## config.mk

```make
export PLATFORM = sky130hd
export DESIGN_NAME = mrt_cell
export DESIGN_NICKNAME = d
export VERILOG_FILES = /design/src/rtl/mrt_pkg.sv /design/src/rtl/mrt_cell.sv
export SDC_FILE = /design/constraint.sdc
export NUM_CORES = 1
export LEC_CHECK = 0
export BUFFER_PORTS_ARGS = -buffer_cell sky130_fd_sc_hd__buf_2
export CAP_MARGIN = 20
export CORE_AREA = 2 2 122 124
export CTS_BUF_LIST = sky130_fd_sc_hd__clkbuf_8
export DETAILED_ROUTE_END_ITERATION = 8
export DIE_AREA = 0 0 124 126
export PLACE_DENSITY = 0.81
export SETUP_SLACK_MARGIN = 0.4
export SLEW_MARGIN = 20
export SYNTH_ARGS = -nofsm -noshare
export SYNTH_HDL_FRONTEND = slang
export SYNTH_SLANG_ARGS = --single-unit
```

## constraint.sdc

```tcl
create_clock -name i_clk -period 6.18 [get_ports i_clk]
set_clock_uncertainty 0.05 [all_clocks]
set_input_delay 1.236 -clock i_clk [delete_from_list [all_inputs] [get_ports i_clk]]
set_output_delay 1.236 -clock i_clk [all_outputs]
set_load 0.01 [all_outputs]
```

## src/rtl/mrt_pkg.sv

```systemverilog
// Shared types, codes and constants of the memory region table.
package mrt_pkg;

    // Default number of table entries.
    localparam int MAX_ENTRIES_DEF = 32;

    // Fixed field widths.
    localparam int WORD_W        = 32;
    localparam int LEN_W         = 33;
    localparam int ENTRY_COUNT_W = 6;

    typedef logic [WORD_W-1:0]        t_word;
    typedef logic [LEN_W-1:0]         t_len;
    typedef logic [1:0]               t_op;
    typedef logic [1:0]               t_status;
    typedef logic [ENTRY_COUNT_W-1:0] t_entry_count;

    // Operation codes.
    localparam t_op OP_CLEAR  = 2'd0;
    localparam t_op OP_ADD    = 2'd1;
    localparam t_op OP_LOOKUP = 2'd2;

    // Status codes.
    localparam t_status STAT_DONE = 2'd0;
    localparam t_status STAT_HIGH = 2'd1;
    localparam t_status STAT_FULL = 2'd2;

    // 4 GiB as a 33-bit value, and the saturation limit of the free total.
    localparam t_len FOUR_GIB = {1'b1, {WORD_W{1'b0}}};
    localparam t_len SUM_MAX  = {LEN_W{1'b1}};

    // Reset value of the free kind register.
    localparam t_word FREE_KIND_RST = 32'd1;

    // Controller states.
    typedef enum logic {
        ST_IDLE,
        ST_WALK
    } t_state;

    // One stored table entry.
    typedef struct packed {
        t_word base;
        t_len  length;
        t_word kind;
    } t_entry;

    // Write command to one cell.
    typedef struct packed {
        logic   en;
        t_entry entry;
    } t_cell_wr;

    // Lookup token handed from cell to cell.
    typedef struct packed {
        logic  active;
        logic  hit;
        t_word probe;
        t_word kind;
    } t_token;

endpackage

```

## src/rtl/mrt_cell.sv

```systemverilog
// One table cell: holds one entry and checks a passing lookup token against it.
module mrt_cell (
    input  logic              i_clk,
    input  logic              i_rst_n,
    input  mrt_pkg::t_cell_wr i_wr,
    input  logic              i_entry_valid,
    input  mrt_pkg::t_token   i_tok,
    output mrt_pkg::t_token   o_tok
);
    import mrt_pkg::*;

    t_entry r_entry;
    t_token r_tok;
    t_token n_tok;
    t_word  offset;
    logic   covers;

    // Entry storage, written when this cell is the next free slot.
    always_ff @(posedge i_clk) begin
        if (i_wr.en) begin
            r_entry <= i_wr.entry;
        end
    end

    // A zero-length entry covers nothing, since no offset is below zero.
    always_comb begin
        offset = i_tok.probe - r_entry.base;
        covers = i_entry_valid && (i_tok.probe >= r_entry.base)
                 && ({1'b0, offset} < r_entry.length);
    end

    // The first covering cell marks the token; later cells leave it alone.
    always_comb begin
        n_tok = i_tok;
        if (i_tok.active && !i_tok.hit && covers) begin
            n_tok.hit  = 1'b1;
            n_tok.kind = r_entry.kind;
        end
    end

    // Token register toward the next cell.
    always_ff @(posedge i_clk) begin
        if (!i_rst_n) begin
            r_tok.active <= 1'b0;
        end else begin
            r_tok.active <= n_tok.active;
        end
        r_tok.hit   <= n_tok.hit;
        r_tok.probe <= n_tok.probe;
        r_tok.kind  <= n_tok.kind;
    end

    assign o_tok = r_tok;

endmodule

```

==> tab_implementation.tex <==
\begin{tabular}{lr}
\hline
Metric & Value \\
\hline
\multicolumn{2}{l}{\textbf{Status}} \\
\quad Status & finished clean \\
\multicolumn{2}{l}{\textbf{Logic synthesis}} \\
\quad Mean Syn Cell Area & $\sim$12 um2 \\
\quad Number of distinct library cells after synthesis & between 50 and 60 \\
\quad Post-synth ARST share & 0\% \\
\quad Post-synth net total & 832 \\
\quad Combined area of all synthesized cells & $\sim$0.0075 mm2 \\
\quad Number of synthesized register bits & roughly 160 \\
\quad Synth warnings & 0 \\
\quad EDFF count, synth & 97 \\
\quad Top cell type's share of synthesized area & between 30\% and 40\% \\
\quad Main flop type after synthesis & sky130\_fd\_sc\_hd\_\_edfxtp\_1 \\
\quad Leading cell types by total area after synthesis & sky130\_fd\_sc\_hd\_\_edfxtp\_1 (39\%), sky130\_fd\_sc\_hd\_\_dfxtp\_1 (18\%), sky130\_fd\_sc\_hd\_\_ha\_1 (11\%) \\
\quad Cell type with the highest aggregate area in the netlist & sky130\_fd\_sc\_hd\_\_edfxtp\_1 \\
\quad Share of the yosys chip area belonging to registers & $\sim$57\% \\
\quad Number of standard cells after synthesis & around 600 \\
\multicolumn{2}{l}{\textbf{Min path}} \\
\quad Classification of the worst-slack hold path & reg2reg \\
\multicolumn{2}{l}{\textbf{Floorplan}} \\
\quad Die area & between 0.015 and 0.02 mm2 \\
\quad Die Span Y & between 100 and 150 um \\
\quad Starting density of the core & between 50\% and 60\% \\
\quad Area of the core region & approximately 0.014 mm2 \\
\quad DIE WIDTH & 124 um \\
\quad I/O Pins & between 200 and 250 \\
\quad Cell row count & 44 \\
\multicolumn{2}{l}{\textbf{Layout}} \\
\quad Final instance area & between 0.009 and 0.01 mm2 \\
\quad Nets & approximately 1100 \\
\quad Register area & 0.00423 mm2 \\
\quad Growth of design area from synthesis to finish & 23.2\% \\
\quad Multi-input combinational cell area & about 0.0029 mm2 \\
\quad Fillers & about 1100 \\
\quad Share of final-layout standard cells stronger than drive strength 1 & $\sim$36\% \\
\quad Number of inserted diodes & 0 \\
\multicolumn{2}{l}{\textbf{Power and ir drop}} \\
\quad Power density relative to cell area & 278 mW/mm2 \\
\quad Leakage component of the power & roughly 0.0044 uW \\
\quad Tot Pwr & approximately 2600 uW \\
\quad Switch Pwr & 772 uW \\
\quad Power share of the clock group & between 20 and 30\% \\
\quad Cell Int Power & 1790 uW \\
\quad Switching fraction of total power & between 30\% and 40\% \\
\quad Maximum vdd drop & 0.181 mV \\
\quad Logic gate share of total power & between 20\% and 30\% \\
\quad Flop pwr share & between 40\% and 50\% \\
\multicolumn{2}{l}{\textbf{Critical path}} \\
\quad Type of element launching the critical path & input pin \\
\quad Most common cell type on the critical path & sky130\_fd\_sc\_hd\_\_ha\_1 \\
\quad Setup Crit Path Kind & in2reg \\
\quad Max stage delay cell, worst path & sky130\_fd\_sc\_hd\_\_fa\_1 \\
\quad Biggest fanout along the worst timing path & 14 \\
\quad Delay contributed by the slowest stage of the critical path & 0.40 ns \\
\quad Reg2Reg Setup Slack & around 1.3 ns \\
\quad Arrival @ worst endpoint & $\sim$5.7 ns \\
\quad Required @ worst endpoint & 6.48 ns \\
\quad Cell-by-cell trace of the critical path & buf\_2 > inv\_1 > ha\_1 > fa\_1 > nand2b\_1 > a211o\_1 > a311oi\_2 > o21ai\_0 > o21bai\_1 > a21oi\_1 > xnor2\_1 > ha\_1 > and4\_1 > a221oi\_1 > o221ai\_1 > a31oi\_1 > o31ai\_4 > buf\_4 > mux2\_4 \\
\quad Critical Path End Type & register \\
\multicolumn{2}{l}{\textbf{Global route}} \\
\quad Antenna violations before repair & 1 \\
\quad Pin count of the biggest net entering global routing & 60 \\
\quad Total grt overflow & 0 \\
\quad First-pass GRT wire length & 25500 um \\
\quad Vias in the first global route & 5260 \\
\quad Global routing usage summed across all routing layers & a little over a fifth \\
\multicolumn{2}{l}{\textbf{Route}} \\
\quad Final WL & 16500 um \\
\quad Pre-antenna DRT Iters & 5 \\
\quad DR vias & approximately 5400 \\
\quad Antenna viol nets, final & 0 \\
\quad 1st-iter DRT viols & between 200 and 300 \\
\quad Routed vias/inst & slightly above 5 \\
\quad Average routed wire per standard cell & about 16 um \\
\quad Detailed-route DRC error count & 0 \\
\multicolumn{2}{l}{\textbf{STA}} \\
\quad Share of the cycle needed by the critical path after routing & a little under 90\% \\
\quad Total of endpoints with negative setup slack in the final report & 0 \\
\quad Clock period minus final worst setup slack & around 5.4 ns \\
\quad WHS & 0.421 ns \\
\quad Smallest setup slack after layout & just under 0.8 ns \\
\quad Slew Limit Headroom & a little over 50\% \\
\quad Final hold violation count & 0 \\
\quad Total Neg Setup Slack & 0 ns \\
\quad Setup repair after global routing missed its margin & false \\
\quad Transition at the pin with the smallest max-transition slack & 0.734 ns \\
\quad Slew Limit Fails & 0 \\
\quad Maximum clock frequency & roughly 190 MHz \\
\multicolumn{2}{l}{\textbf{CTS}} \\
\quad Cts bufs inserted & 17 \\
\quad Post CTS Setup Buffer Count & 0 \\
\quad Clock Latency Late Sink & 0.47 ns \\
\quad H-tree levels & 4 \\
\quad Maximum count of clock buffers along a single path & 2 \\
\quad Number of hold-repair buffers added at the cts stage & 0 \\
\quad Number of sinks handled by clock tree synthesis & 163 \\
\quad Clock transition time at the flip-flop clock pins of the worst setup and hold paths & 0.11 ns \\
\quad Root buf cell & sky130\_fd\_sc\_hd\_\_clkbuf\_8 \\
\quad CTS tree & built \\
\quad Post-cts sizing count & 0 \\
\multicolumn{2}{l}{\textbf{Placed design}} \\
\quad Post-detail-place hpwl & 12900 um \\
\quad Routability congestion estimate & slightly above 0.9 \\
\quad Pre-CTS setup slack & approximately 0.40 ns \\
\quad Area post-placement & 0.00882 mm2 \\
\quad Number of I/O port buffers & 232 \\
\multicolumn{2}{l}{\textbf{Flow run}} \\
\quad Max-capacitance violation count & 0 \\
\hline
\end{tabular}
worst max-delay path: cells and delay by family:
kind	cells	cell delay [ns]
AO/OA/AOI/OAI	9	2.31
adder cells (fa/ha/maj)	3	0.92
buffers and inverters	3	0.40
AND/OR/NAND/NOR	2	0.35
multiplexers	1	0.32
XOR/XNOR	1	0.15
layer usage:
metal	routed length (um)	global-route usage [%]	share of wire, %
met1	6660	26.1	40
met2	8510	37.2	52
met3	992	5.84	6.0
met4	331	6.81	2.0
met5	7	0	0.042
kinds of logic after synthesis:
family | share of synthesized area (%)
and+or+nand+nor | 6.47
muxes | 6.42
DFF | 56.7
adders and majority gates | 10.8
xor gates and xnor gates | 3.40
AOI/OAI and AO/OA | 11.3
buffers and inverters | 4.87
layout by cell type (no fill, tap or decap), types with 5 or more instances in the layout:
cell type / instances
sky130_fd_sc_hd__buf_2: 231
sky130_fd_sc_hd__edfxtp_1: 97
sky130_fd_sc_hd__inv_1: 74
sky130_fd_sc_hd__dfxtp_1: 66
sky130_fd_sc_hd__ha_1: 63
sky130_fd_sc_hd__a21oi_1: 43
sky130_fd_sc_hd__nand2_1: 29
sky130_fd_sc_hd__mux2_4: 29
sky130_fd_sc_hd__a21o_1: 18
sky130_fd_sc_hd__o21ai_0: 18
sky130_fd_sc_hd__xnor2_1: 18
sky130_fd_sc_hd__clkbuf_8: 17
sky130_fd_sc_hd__nor2_1: 14
sky130_fd_sc_hd__nand3_1: 13
sky130_fd_sc_hd__xor2_1: 11
sky130_fd_sc_hd__a31oi_1: 8
sky130_fd_sc_hd__nand4_1: 7
sky130_fd_sc_hd__o21bai_1: 6
sky130_fd_sc_hd__inv_8: 6
sky130_fd_sc_hd__and2_1: 5
sky130_fd_sc_hd__o211ai_1: 5
sky130_fd_sc_hd__a211o_1: 5
sky130_fd_sc_hd__o221ai_1: 5
sky130_fd_sc_hd__inv_6: 5
sky130_fd_sc_hd__buf_4: 5
worst paths after layout:
kind	start	endpoint	cells past startpoint
worst max-delay path	i_tok[32]	o_tok[17]	19
worst min-delay path	r_entry[27]	o_tok[27]	1
worst max register to register	r_entry[65]	o_tok[17]	17
worst min register to register	r_entry[27]	o_tok[27]	1
cells in the mapped netlist (all sizes together), types with 2 or more instances:
master   number
nor2         15
o21bai        6
nor3          4
nor2b         3
o211ai        5
a211oi        3
clkbuf        9
nand4         8
xor2         11
o21a          2
a31oi         8
mux2         32
a21o         18
a2111oi       2
and2          5
nand3        13
edfxtp       97
a21boi        6
or3           2
and3          2
nand2        29
o21ai        18
and4          4
inv          74
a211o         5
buf           7
o221ai        5
a21oi        43
ha           63
xnor2        18
nand2b        3
a221oi        2
dfxtp        66
registers in the layout, indices dropped and copies added, names as in the netlist:
name / cells
r_entry: 97
o_tok: 66
cell type report:
cell class	instances	share of cell area, %
clock buffer	17	2.54
clock inverter	15	1.70
inverter	74	3.02
multi-input combinational	348	31.3
sequential	163	46.0
tap	184	2.50
timing repair buffer	236	13.0
power by group through the flow:
stage / Clock [uW] / Sequential (uW) / Combinational, uW
2_1_floorplan: 0 / 1290 / 348
3_3_place_gp: 0 / 1280 / 534
3_5_place_dp: 0 / 1280 / 545
4_1_cts: 768 / 1260 / 550
5_1_grt: 817 / 1260 / 618
6_report: 753 / 1260 / 553
per-stage QoR:
stage / cells / utilization (%)
5_1_grt: 1037 / 64.3
4_1_cts: 1037 / 64.3
3_5_place_dp: 1005 / 61.6
2_1_floorplan: 601 / -
6_report: 1037 / 64.3
3_3_place_gp: 1005 / 61.6
Power figures use the tool's default switching activity.
